**src/ttl_direct_mapped_usage_cache_macros.svh**
```systemverilog
// assertion macros for the usage cache
`ifndef TTL_DIRECT_MAPPED_USAGE_CACHE_MACROS_SVH
`define TTL_DIRECT_MAPPED_USAGE_CACHE_MACROS_SVH

// same-cycle implication
`define TTLDMC_ASSERT_NOW(label, clk, rst, ante, cons) \
   label: assert property (@(posedge clk) disable iff (rst) (ante) |-> (cons)) \
      else $error("ttldmc assertion failed");

// next-cycle implication
`define TTLDMC_ASSERT_NEXT(label, clk, rst, ante, cons) \
   label: assert property (@(posedge clk) disable iff (rst) (ante) |=> (cons)) \
      else $error("ttldmc assertion failed");

`endif

```
**src/ttldmc_pkg.sv**
```systemverilog
// types, constants and codes shared by the usage cache files
`default_nettype none

package ttldmc_pkg;

   localparam int BUCKETS_DEFAULT = 256;

   localparam int OPCODE_W = 2;
   localparam int ID_W     = 22;
   localparam int TIME_W   = 48;
   localparam int KIND_W   = 2;
   localparam int COUNT_W  = 32;
   localparam int BYTES_W  = 64;
   localparam int TTL_W    = 14;
   localparam int CSR_IDX_W  = 2;
   localparam int CSR_DATA_W = 14;
   localparam int MB_SHIFT   = 20;

   localparam logic [31:0] HASH_MULT = 32'd2654435761;

   localparam logic [TTL_W-1:0] TTL_MIN   = 14'd10;
   localparam logic [TTL_W-1:0] TTL_MAX   = 14'd10000;
   localparam logic [TTL_W-1:0] TTL_RESET = 14'd100;

   localparam logic [CSR_IDX_W-1:0] CSR_ENABLE = 2'd0;
   localparam logic [CSR_IDX_W-1:0] CSR_TTL    = 2'd1;

   typedef enum logic [OPCODE_W-1:0] {
      OP_CHECK      = 2'd0,
      OP_UPDATE     = 2'd1,
      OP_INVALIDATE = 2'd2,
      OP_CLEAR      = 2'd3
   } opcode_type;

   typedef enum logic [KIND_W-1:0] {
      KIND_QP       = 2'd0,
      KIND_MR       = 2'd1,
      KIND_MB       = 2'd2,
      KIND_SUPPLIED = 2'd3
   } kind_type;

   typedef struct packed {
      logic               valid;
      logic [ID_W-1:0]    key;
      logic [COUNT_W-1:0] qp;
      logic [COUNT_W-1:0] mr;
      logic [BYTES_W-1:0] mem;
      logic [TIME_W-1:0]  stamp;
   } line_type;

   typedef struct packed {
      opcode_type         opcode;
      logic [ID_W-1:0]    proc_id;
      logic [TIME_W-1:0]  now_ms;
      kind_type           resource_kind;
      logic [COUNT_W-1:0] supplied_count;
      logic [COUNT_W-1:0] requested;
      logic [COUNT_W-1:0] usage_limit;
      logic [COUNT_W-1:0] new_qp_count;
      logic [COUNT_W-1:0] new_mr_count;
      logic [BYTES_W-1:0] new_memory_bytes;
   } req_type;

   typedef struct packed {
      logic               hit;
      logic               allowed;
      logic [COUNT_W-1:0] effective_count;
      logic [COUNT_W-1:0] cached_qp_count;
      logic [COUNT_W-1:0] cached_mr_count;
      logic [BYTES_W-1:0] cached_memory_bytes;
      logic [COUNT_W-1:0] hits_so_far;
      logic [COUNT_W-1:0] misses_so_far;
   } rsp_type;

endpackage

`default_nettype wire

```
**src/ttldmc_hash.sv**
```systemverilog
// multiplicative hash of the process id folded to a line index
`default_nettype none

module ttldmc_hash import ttldmc_pkg::*; #(
   parameter int BUCKETS = BUCKETS_DEFAULT,
   localparam int IDX_W = (BUCKETS > 1) ? $clog2(BUCKETS) : 1
) (
   input  logic             clock,
   input  logic             reset,
   input  logic             start,
   input  logic [ID_W-1:0]  proc_id,
   output logic             done,
   output logic [IDX_W-1:0] index
);

   localparam int  LOG_B = $clog2(BUCKETS);
   localparam bit  POW2  = ((BUCKETS & (BUCKETS - 1)) == 0);

   logic [53:0] hprod;
   logic [31:0] hash_ff;
   logic        v1_ff;

   assign hprod = 54'(proc_id) * 54'(HASH_MULT);

   always_ff @(posedge clock) begin
      if (reset) begin
         v1_ff <= 1'b0;
      end else begin
         v1_ff <= start;
      end
   end

   always_ff @(posedge clock) begin
      hash_ff <= hprod[31:0];
   end

   if (POW2) begin : g_pow2
      localparam logic [31:0] MASK = 32'(BUCKETS - 1);

      assign done  = v1_ff;
      assign index = IDX_W'(hash_ff & MASK);
   end else begin : g_recip
      localparam int          SHIFT   = 32 + LOG_B;
      localparam logic [63:0] RECIP_W = (64'd1 << SHIFT) / 64'(BUCKETS);
      localparam logic [32:0] RECIP   = RECIP_W[32:0];
      localparam logic [31:0] DIVISOR = 32'(BUCKETS);

      logic [64:0] qprod_ff;
      logic [31:0] h2_ff;
      logic [31:0] h3_ff;
      logic [31:0] qb_ff;
      logic        v2_ff;
      logic        v3_ff;
      logic [31:0] quot;
      logic [63:0] qbprod;
      logic [31:0] rem;
      logic [31:0] rem_fix;

      // quotient estimate is exact or one short
      assign quot    = 32'(qprod_ff >> SHIFT);
      assign qbprod  = 64'(quot) * 64'(DIVISOR);
      assign rem     = h3_ff - qb_ff;
      assign rem_fix = (rem >= DIVISOR) ? rem - DIVISOR : rem;

      always_ff @(posedge clock) begin
         if (reset) begin
            v2_ff <= 1'b0;
            v3_ff <= 1'b0;
         end else begin
            v2_ff <= v1_ff;
            v3_ff <= v2_ff;
         end
      end

      always_ff @(posedge clock) begin
         qprod_ff <= 65'(hash_ff) * 65'(RECIP);
         h2_ff    <= hash_ff;
         qb_ff    <= qbprod[31:0];
         h3_ff    <= h2_ff;
      end

      assign done  = v3_ff;
      assign index = IDX_W'(rem_fix);
   end

endmodule

`default_nettype wire

```
**config.mk**
```make
export PLATFORM = sky130hd
export DESIGN_NAME = ttldmc_hash
export DESIGN_NICKNAME = d
export VERILOG_FILES = /design/src/ttl_direct_mapped_usage_cache_macros.svh /design/src/ttldmc_pkg.sv /design/src/ttldmc_hash.sv
export SDC_FILE = /design/constraint.sdc
export NUM_CORES = 1
export LEC_CHECK = 0
export BUFFER_PORTS_ARGS = -buffer_cell sky130_fd_sc_hd__buf_2
export CAP_MARGIN = 30
export CORE_AREA = 3 3 40 42
export CTS_BUF_LIST = sky130_fd_sc_hd__clkbuf_2
export DETAILED_ROUTE_END_ITERATION = 16
export DIE_AREA = 0 0 43 45
export GPL_ROUTABILITY_DRIVEN = 0
export GPL_TIMING_DRIVEN = 0
export PLACE_DENSITY = 0.67
export SETUP_SLACK_MARGIN = 0.4
export SKIP_LAST_GASP = 1
export SYNTH_ARGS = -nofsm -noshare
export SYNTH_HDL_FRONTEND = slang
export SYNTH_SLANG_ARGS = --single-unit
export TNS_END_PERCENT = 30
```
**constraint.sdc**
```tcl
create_clock -name clock -period 3.9 [get_ports clock]
set_clock_uncertainty 0.1 [all_clocks]
set_input_delay 0 -clock clock [delete_from_list [all_inputs] [get_ports clock]]
set_output_delay 0 -clock clock [all_outputs]
set_load 0.005 [all_outputs]
```
## Yosys cells after proc, flatten, opt, wreduce, memory -nomap -nowiden

Cells that the tools add are included.

| cells by class | value |
|---|---|
| multipliers | 1 |

Operators with widths:

| operator | number |
|---|---|
| $mul A22 B32 Y8 const B | 1 |

| word-level totals | value |
|---|---|
| flip-flop bits (word level) | 9 |
| output and inout port bits | 9 |

## Logic depth before layout (Yosys ltp)

Gate-level depths: netlist (run 1).

| logic depth | value |
|---|---|
| depth after elaboration | 1 |
| depth in mapped cells | 9 |

## Worst setup path after synthesis (run 1)

No wires, ideal clock.

| path | value |
|---|---|
| path kind | input port to flip-flop |
| start point | in proc_id[2] |
| end point | reg hash_ff[7] |
| stages | 9 |
| slack | 1,966 ps |
| buffers on the path | 0 |
| library setup time | 121 ps |
| data required time | 3,679 ps |
| data arrival time | 1,713 ps |
| cell sequence | ha_1 ha_1 inv_1 fa_1 inv_1 ha_1 xnor2_1 xnor2_1 xnor2_1 |

| on the way | value |
|---|---|
| cells in the longest elaborated chain, start to end | 1 |

Ends and longest elaborated chain:

| element | RTL line | text |
|---|---|---|
| start: declaration | ttldmc_hash.sv:11 | `input logic [ID_W-1:0] proc_id,` |
| $mul A22 B32 Y8 | ttldmc_hash.sv:23 | `assign hprod = 54'(proc_id) * 54'(HASH_MULT);` |
| named net hprod[7] | ttldmc_hash.sv:19 | `logic [53:0] hprod;` |
| end signal: assignment | ttldmc_hash.sv:34 | `hash_ff <= hprod[31:0];` |
| end: declaration | ttldmc_hash.sv:20 | `logic [31:0] hash_ff;` |

The timed path passes the listed nets, and every way through them passes these cells.
A chain may end at the register's enable or synchronous reset.

## Final worst setup path (run 1)

Ends and elaborated chain as after synthesis.

==> flow_metrics.py, run 1 <==
metrics = {
    "worst_setup_path": {
        "critPathMaxFanout": 3,
        "critPathLaunchType": "input port",
        "critPathKind": "in2reg",
        "arrival_ns": 2.45,
        "max_stage_delay_ns": 0.53,
        "cp_data_required_time_ns": 3.92,
        "end_kind": "flip-flop",
        "slowest_stage": "dlygate4sd3_1",
        "crit_path_cell_trace": "dlygate4sd3_1, buf_2, ha_1, ha_1, inv_1, fa_1, inv_1, ha_1, xnor2_1, xnor2_1, xnor2_1",
    },
    "placement": {
        "io_buffers": 19,
        "dpl.hpwl_um": 497,
        "pre_cts_ws_ns": 1.75,
    },
    "die": {
        "fp.dieH_um": 45,
        "initial_core_util_pct": 28.8,
        "row_count": 13,
        "coreArea_um2": 1280,
        "die_x_um": 43,
        "die_area_um2": 1940,
        "io_pins": 34,
    },
    "logic_synthesis": {
        "syn_avg_cell_area_um2": 12.8,
        "syn_nets": 62,
        "yosysSeqAreaShare_pct": 48.6,
        "ys_seq_elements": 9,
        "synthesis.area_um2": 370,
        "synthCells": 29,
        "yosysUniqueCellTypes": 6,
        "yosysWarnings": 0,
    },
    "final_layout": {
        "area_growth_syn_to_layout_pct": 57.8,
        "regArea_um2": 180,
        "multi_input_comb_area_um2": 175,
        "drive_gt1_share_pct": 38.3,
        "n_antenna_cell": 0,
        "fillCellCount": 116,
        "fin_nets": 94,
    },
    "power": {
        "vdd_drop_max_v": 0.000202,
        "power_density_nw_per_um2": 386,
        "power.leakage_uw": 0.000297,
    },
    "clocking": {
        "cts.sinks": 9,
        "cts_tree": "yes",
        "cts_max_level": 1,
        "cts_max_path_buffers": 2,
        "post_cts_resized": 0,
        "clkTransAtPathRegs_ns": 0.08,
        "numCtsBuffers": 3,
        "clock-root-buffer": "clkbuf_2",
    },
    "sta": {
        "worst_slack_ns": 1.47,
        "worst_hold_slack_ns": 0.119,
        "slew_headroom_pct": 86.8,
        "fin_crit_ns": 2.43,
        "setup_violations": 0,
        "hold_viol_final": 0,
        "post-route-period-util_pct": 62.2,
        "worstMarginPinSlew_ns": 0.197,
        "setup_tns_ns": 0,
        "drv_slew": 0,
        "fmax_mhz": 412,
        "rsz0062_at_grt": "no",
    },
    "run": {
        "maxCapViolations": 0,
    },
    "worst_hold_path": {
        "hp-class": "in2reg",
        "hold_path_depth": 4,
    },
    "global_route": {
        "globalRouteTotalUtil_pct": 7.71,
        "grt_start_max_net_pins": 6,
        "grt_pass1_wl_um": 1070,
        "antenna_found_initial": 0,
        "grt_pass1_vias": 272,
        "overflow": 0,
    },
    "outcome": {
        "status": "finished, final reports clean",
    },
    "detailed_routing": {
        "drtAntennaViolNets": 0,
        "num_vias": 280,
        "drc_errors": 0,
        "drt_iter0_drc": 0,
        "dr.pass1.iters": 1,
        "wl_per_cell_um": 8.67,
        "viasPerCell": 3.73,
        "drt_wl_total_um": 650,
    },
}
-- what timing repair did --
| action | 4_1_cts | 5_1_grt |
|---|---|---|
| hold endpoints to repair | 7 | 0 |
| hold buffers | 8 | 0 |
| buffers inserted | 0 | 0 |
-- report_power, final --
part	leakage [uW]	internal, uW	total (uW)	switching [uW]
clock	0.0000166	27.3	55.9	28.6
sequential	0.0000758	107	111	3.54
combinational	0.000204	34.9	58.9	24.0
total	0.000297	169	225	56.1
-- metal layers --
metal / wire, um / track usage (%)
met1: 288 / 9.09
met2: 244 / 11.1
met3: 117 / 7.17
met4: 0 / 0
met5: 0 / 0
-- path summary, 6_finish.rpt --
| path | start | end |
|---|---|---|
| setup / recovery | proc_id[2] | hash_ff[7]$_DFF_P_ |
| hold / removal | proc_id[7] | hash_ff[7]$_DFF_P_ |
-- logic make-up after synthesis --
family / after synthesis / synth area share [%]
flip-flops: 9 / 48.6
adder cells (fa/ha/maj): 8 / 29.1
XOR/XNOR: 7 / 16.6
buffers and inverters: 4 / 4.05
AND/OR/NAND/NOR: 1 / 1.69
-- synthesized netlist by cell type --
library cell	number	area share, %
ha_1	7	24
inv_1	4	4.1
nor2b_1	1	1.7
fa_1	1	5.4
xnor2_1	7	17
dfxtp_1	9	49
-- placed cells by master, fill, tap and decap left out --
cell type       n
clkbuf_2        4
nor2b_1         1
buf_2          19
xnor2_1         7
ha_1            7
fa_1            1
dfxtp_1         9
dlygate4sd3_1   8
inv_1           4
-- sequential cells by signal, summed over array words and instances, names as in the netlist --
| name | count |
|---|---|
| done | 1 |
| hash_ff | 8 |
-- worst max-delay path: cells and delay by family --
kind / cells / cell delay [ns]
adder cells (fa/ha/maj): 4 / 1.29
buffers and inverters: 4 / 0.76
XOR/XNOR: 3 / 0.40
-- per-stage QoR --
| stage | instance area, um^2 | power (uW) | cells | utilization, % |
|---|---|---|---|---|
| after global routing | 584 | 246 | 75 | 45.5 |
| after global placement | 484 | 166 | 63 | 37.7 |
| after floorplan | 370 | 142 | 29 | - |
| after CTS | 584 | 231 | 75 | 45.5 |
| after detailed placement | 484 | 167 | 63 | 37.7 |
| final | 584 | 225 | 75 | 45.5 |
-- area by class of cell --
class	instances	area share, %
clock buffers	4	3.43
inverters	4	2.57
multi-input cells	16	30.0
flip-flops and latches	9	30.8
repair buffers	27	30.0
well taps	15	3.21
(Power assumes the default switching activity.)
==> run 2, diff against run 1 <==
--- a/config.mk
+++ b/config.mk
@@ -13,7 +13,7 @@
 export DIE_AREA = 0 0 43 45
 export GPL_ROUTABILITY_DRIVEN = 0
 export GPL_TIMING_DRIVEN = 0
-export PLACE_DENSITY = 0.67
+export PLACE_DENSITY = 0.7
 export SETUP_SLACK_MARGIN = 0.4
 export SKIP_LAST_GASP = 1
 export SYNTH_ARGS = -nofsm -noshare
==> constraint.sdc (replaced) <==
create_clock -name clock -period 2 [get_ports clock]
set_clock_uncertainty 0.1 [all_clocks]
set_input_delay 0 -clock clock [delete_from_list [all_inputs] [get_ports clock]]
set_output_delay 0 -clock clock [all_outputs]
set_load 0.005 [all_outputs]
==> run 2 against run 1 <==
Wire length up 11%. Setup slack worse by 1.2 ns. Critical path depth down 1. Sequential share of layout area down 1.3 points. First-iteration DRC count unchanged. Global-route usage up 1.7 points. Highest routed layer unchanged. Clock power up 99%. Cell count down 1.3%. Hold slack worse by 0.11 ns. Design area up 4.3%. Combinational power up 120%.
==> flow_metrics.py, run 2 (synthesis results as in run 1) <==
metrics = {
    "detailed_routing": {
        "wl_per_cell_um": 9.73,
        "drtAntennaViolNets": 0,
        "drc_errors": 0,
        "dr.pass1.iters": 1,
        "num_vias": 298,
        "drt_iter0_drc": 0,
        "drt_wl_total_um": 720,
        "viasPerCell": 4.03,
    },
    "placement": {
        "dpl.hpwl_um": 604,
        "io_buffers": 19,
        "dpl_cell_area_um2": 519,
    },
    "worst_setup_path": {
        "end_kind": "flip-flop",
        "cp_data_required_time_ns": 2.03,
        "critPathMaxFanout": 1,
        "arrival_ns": 1.71,
        "critPathKind": "in2reg",
        "critPathLaunchType": "input port",
    },
    "die": {
        "die_x_um": 43,
        "io_pins": 34,
        "fp.dieH_um": 45,
        "coreArea_um2": 1280,
        "die_area_um2": 1940,
        "initial_core_util_pct": 28.8,
        "row_count": 13,
    },
    "worst_hold_path": {
        "hold_path_depth": 3,
        "hold_path_end": "hash_ff[5]$_DFF_P_",
        "hp-class": "in2reg",
        "hold_path_startpoint": "proc_id[5]",
    },
    "power": {
        "clkPwrFrac_pct": 24.5,
        "power.leakage_uw": 0.000294,
        "sw_frac_of_total_pct": 25.9,
        "p_sw_uw": 117,
        "combPwrFrac_pct": 28.1,
        "power_density_nw_per_um2": 746,
        "pwr-share-seq_pct": 47.4,
        "vdd_drop_max_v": 0.000375,
        "intPower_uw": 337,
    },
    "clocking": {
        "cts_tree": "yes",
        "ctsHoldBuffers": 7,
        "clkTransAtPathRegs_ns": 0.08,
        "clock-root-buffer": "clkbuf_2",
        "numCtsBuffers": 3,
        "cts_max_level": 1,
        "postCtsSetupBuffers": 0,
        "cts_max_path_buffers": 2,
        "cts.sinks": 9,
        "post_cts_resized": 0,
    },
    "sta": {
        "slew_headroom_pct": 86.7,
        "rsz0062_at_grt": "yes",
        "fin_crit_ns": 1.68,
        "hold_viol_final": 0,
        "worst_hold_slack_ns": 0.0116,
        "setup_tns_ns": 0,
        "post-route-period-util_pct": 84.1,
        "fmax_mhz": 594,
        "drv_slew": 0,
        "worstMarginPinSlew_ns": 0.198,
        "setup_violations": 0,
    },
    "final_layout": {
        "largest_reg_flops": 8,
        "utilization_pct": 47.4,
        "layout_common_cells": "buf_2 (19), dfxtp_1 (9), dlygate4sd3_1 (7)",
        "drive_gt1_share_pct": 47.5,
        "n_antenna_cell": 0,
        "final_common_cell": "buf_2",
        "area_growth_syn_to_layout_pct": 64.5,
        "fin_nets": 93,
        "regMostFlops": "hash_ff",
        "fin_area_um2": 609,
    },
    "outcome": {
        "status": "finished, final reports clean",
    },
    "global_route": {
        "grt_pass1_wl_um": 1260,
        "grt_start_max_net_pins": 6,
        "globalRouteTotalUtil_pct": 9.38,
        "antenna_found_initial": 0,
        "grt_pass1_vias": 308,
        "overflow": 0,
    },
    "run": {
        "maxCapViolations": 0,
    },
}
==> run 2: how the worst max path moves through the flow <==
stage | from | to | slack, ns | cells past startpoint
after CTS | proc_id[6] | hash_ff[7]$_DFF_P_ | 0.32 | 10
after detailed placement | proc_id[2] | hash_ff[7]$_DFF_P_ | 0.02 | 10
after global placement | proc_id[2] | hash_ff[7]$_DFF_P_ | 0.05 | 10
final | proc_id[6] | hash_ff[7]$_DFF_P_ | 0.32 | 10
after global routing | proc_id[6] | hash_ff[7]$_DFF_P_ | 0.27 | 10
after floorplan | proc_id[2] | hash_ff[7]$_DFF_P_ | 0.23 | 9
==> run 2: cell type report <==
type,count,area [um^2]
flip-flops and latches,9,180
multi-input cells,16,210
inverters,4,15.0
well taps,15,18.8
repair buffers,26,165
clock buffers,4,20.0
fillers,130,676
==> run 2: per-stage QoR <==
stage          setup slack (ns)  cells  power [uW]
2_1_floorplan             0.229     29         286
3_3_place_gp             0.0459     63         335
3_5_place_dp             0.0155     63         341
4_1_cts                   0.321     74         469
5_1_grt                   0.272     74         498
6_report                  0.318     74         454
==> run 2: layer usage <==
metal / part of all wire (%) / track usage [%] / up-vias
li1: - / - / 150
met1: 39 / 9.56 / 128
met2: 47 / 14.7 / 20
met4: 0 / 3.61 / 0
met3: 14 / 7.17 / 0
met5: 0 / 0 / -
==> run 2: power groups by stage <==
stage	logic, uW	clock network (uW)	registers [uW]
floorplan	61.6	0	225
global placement	116	0	219
detailed placement	122	0	220
finish	128	111	215
global route	147	131	219
CTS	132	120	216
==> run 2: worst max-delay path, cell delays in order <==
cell and delay, ns:
buf_2 0.12, ha_4 0.24, ha_4 0.25, inv_2 0.03
fa_1 0.47, inv_1 0.05, ha_2 0.17, xnor2_2 0.13
xnor2_1 0.13, xnor2_1 0.12
==> run 2: timing repair <==
item | in CTS | in global routing
hold endpoints to repair | 6 | 1
endpoints found under the setup margin | 1 | 1
pin swaps | 3 | 0
==> run 3, diff against run 2 <==
--- a/config.mk
+++ b/config.mk
@@ -5,6 +5,7 @@
 export SDC_FILE = /design/constraint.sdc
 export NUM_CORES = 1
 export LEC_CHECK = 0
+export ABC_AREA = 1
 export BUFFER_PORTS_ARGS = -buffer_cell sky130_fd_sc_hd__buf_2
 export CAP_MARGIN = 30
 export CORE_AREA = 3 3 40 42
@@ -13,7 +14,7 @@
 export DIE_AREA = 0 0 43 45
 export GPL_ROUTABILITY_DRIVEN = 0
 export GPL_TIMING_DRIVEN = 0
-export PLACE_DENSITY = 0.7
+export PLACE_DENSITY = 0.75
 export SETUP_SLACK_MARGIN = 0.4
 export SKIP_LAST_GASP = 1
 export SYNTH_ARGS = -nofsm -noshare
==> constraint.sdc (replaced) <==
create_clock -name clock -period 1.5 [get_ports clock]
set_clock_uncertainty 0.1 [all_clocks]
set_input_delay 0 -clock clock [delete_from_list [all_inputs] [get_ports clock]]
set_output_delay 0 -clock clock [all_outputs]
set_load 0.005 [all_outputs]
==> run 3 against run 2 <==
The flow now finishes with violations (negative setup slack). Via count increased by 35%. Largest power group unchanged. Highest routed layer is now met4. Sequential power increased by 29%. Setup slack got worse by 0.42 ns. Synthesized area increased by 18%. First-iteration DRC count increased by 5. Hold slack about the same. Die area unchanged.
==> flow_metrics.py, run 3 <==
metrics = {
    "worst_setup_path": {
        "crit_family": "adder cells",
        "slowest_stage": "fa_1",
        "arrival_ns": 1.66,
        "worst-path-buf-inv": 4,
        "critPathLaunchType": "input port",
        "critPathKind": "in2reg",
        "crit_path_cell_trace": "buf_6, ha_4, ha_4, inv_2, fa_1, inv_1, ha_2, nand3b_1, nand2_2, inv_1, nand3_1, nand2_1",
        "end_kind": "flip-flop",
        "critPathMaxFanout": 2,
        "cp_data_required_time_ns": 1.55,
        "max_stage_delay_ns": 0.46,
    },
    "global_route": {
        "top_usage_layer": "met2",
        "gr-usage-met3_pct": 5.98,
        "grt_pass1_wl_um": 1450,
        "antenna_found_initial": 0,
        "globalRouteTotalUtil_pct": 10.6,
        "grt_pass1_vias": 383,
        "grt_start_max_net_pins": 6,
        "met2_usage_pct": 20.7,
        "overflow": 0,
        "grt_use_met1_pct": 9.00,
    },
    "logic_synthesis": {
        "synth_top_area_share_pct": 41.1,
        "yosysSeqAreaShare_pct": 41.1,
        "synthCells": 50,
        "yosysUniqueCellTypes": 12,
        "yosysMostFrequentCell": "nand2_1",
        "synth_common_cells": "nand2_1 (13), inv_1 (11), dfxtp_1 (9)",
        "syn_nets": 83,
        "yosysWarnings": 0,
        "ys_seq_elements": 9,
        "synthesis.area_um2": 438,
        "synth_ff_type": "dfxtp_1",
        "synth-edff-count": 0,
        "ys_async_sr_fraction_pct": 0,
        "syn_avg_cell_area_um2": 8.76,
        "synth_top_area_cell": "dfxtp_1",
        "yosys-top-cells-area": "dfxtp_1 (41%), ha_1 (20%), nand2_1 (11%)",
    },
    "detailed_routing": {
        "dr.pass1.iters": 3,
        "drt_iter0_drc": 5,
        "wl_per_cell_um": 8.39,
        "drt_wl_total_um": 797,
        "viasPerCell": 4.24,
        "drtAntennaViolNets": 0,
        "num_vias": 403,
        "drc_errors": 0,
    },
    "final_layout": {
        "final_common_cell": "buf_2",
        "regMostFlops": "hash_ff",
        "fin_nets": 114,
        "n_antenna_cell": 0,
        "area_growth_syn_to_layout_pct": 58.6,
        "largest_reg_flops": 8,
        "drive_gt1_share_pct": 40.0,
        "layout_common_cells": "buf_2 (17), nand2_1 (13), inv_1 (10)",
    },
    "outcome": {
        "status": "complete, but fails checks",
        "failed_checks": "negative setup slack",
    },
    "clocking": {
        "clkTransAtPathRegs_ns": 0.09,
        "numCtsBuffers": 3,
        "clock-root-buffer": "clkbuf_2",
        "postCtsSetupBuffers": 0,
        "cts_max_path_buffers": 2,
        "cts_max_level": 1,
        "cts_tree": "yes",
        "cts.sinks": 9,
    },
    "sta": {
        "rsz0062_at_grt": "yes",
        "post-route-period-util_pct": 107,
        "worst_slack_ns": -0.105,
        "slew_headroom_pct": 89.1,
        "worstMarginPinSlew_ns": 0.163,
        "worst_hold_slack_ns": 0.0114,
        "fmax_mhz": 623,
        "setup_violations": 1,
        "drv_slew": 0,
        "hold_viol_final": 0,
        "fin_crit_ns": 1.60,
    },
    "die": {
        "die_x_um": 43,
        "io_pins": 34,
        "die_area_um2": 1940,
        "initial_core_util_pct": 34.1,
        "coreArea_um2": 1280,
        "fp.dieH_um": 45,
        "row_count": 13,
    },
    "power": {
        "power.leakage_uw": 0.000381,
        "vdd_drop_max_v": 0.000520,
        "power_density_nw_per_um2": 869,
        "report.power.total_uw": 604,
    },
    "placement": {
        "io_buffers": 19,
        "dpl.hpwl_um": 624,
    },
    "run": {
        "maxCapViolations": 0,
    },
    "worst_hold_path": {
        "hp-class": "in2reg",
    },
}
## run 3: logic make-up (layout without fill, tap and decap cells)
group / Yosys count / count (layout) / share of synthesized area [%]
buffers and inverters: 12 / 42 / 10.3
xor gates and xnor gates: 1 / 1 / 2.00
and+or+nand+nor: 20 / 20 / 22.0
DFF: 9 / 9 / 41.1
adders and majority gates: 8 / 8 / 24.6
## run 3: layout make-up
class                           count  area [um^2]
Sequential cell                     9          180
Timing Repair Buffer               26          178
Fill cell                         131          591
Clock buffer                        4         20.0
Inverter                           12         45.0
Tap cell                           15         18.8
Multi-Input combinational cell     29          253
## run 3: report_power, final
group	leakage (uW)	switching (uW)	total, uW	internal (uW)
Combinational	0.000289	79.1	172	92.4
Clock	0.0000166	84.3	155	70.9
Sequential	0.0000758	5.85	277	271
## run 3: timing repair
action                                 4_1_cts  5_1_grt
gates resized for setup                      4        0
setup endpoints to repair                    2        2
pin swaps                                    4        1
hold buffers                                 7        0
endpoints found under the hold margin        6        0
## run 3: metrics by stage
step | setup TNS [ns] | instance area (um^2) | setup slack (ns) | util [%] | cells
floorplan | -0.212 | 465 | -0.212 | - | 50
finish | -0.105 | 694 | -0.105 | 54.0 | 95
detailed placement | -0.587 | 579 | -0.433 | 45.1 | 84
global route | -0.188 | 694 | -0.188 | 54.0 | 95
CTS | -0.103 | 694 | -0.103 | 54.0 | 95
global placement | -0.524 | 579 | -0.399 | 45.1 | 84
## run 3: metal layers
layer / up-vias / wire (um) / share of wire [%]
met3: 2 / 81 / 10
met2: 14 / 429 / 54
li1: 212 / - / -
met1: 175 / 279 / 35
met4: 0 / 6 / 0.75
met5: - / 0 / 0
## run 3: path summary, 6_finish.rpt
| check | startpoint | end | slack (ns) | cells past startpoint |
|---|---|---|---|---|
| min | proc_id[5] | hash_ff[5]$_DFF_P_ | 0.01 | 3 |
| max | proc_id[6] | hash_ff[7]$_DFF_P_ | -0.10 | 12 |
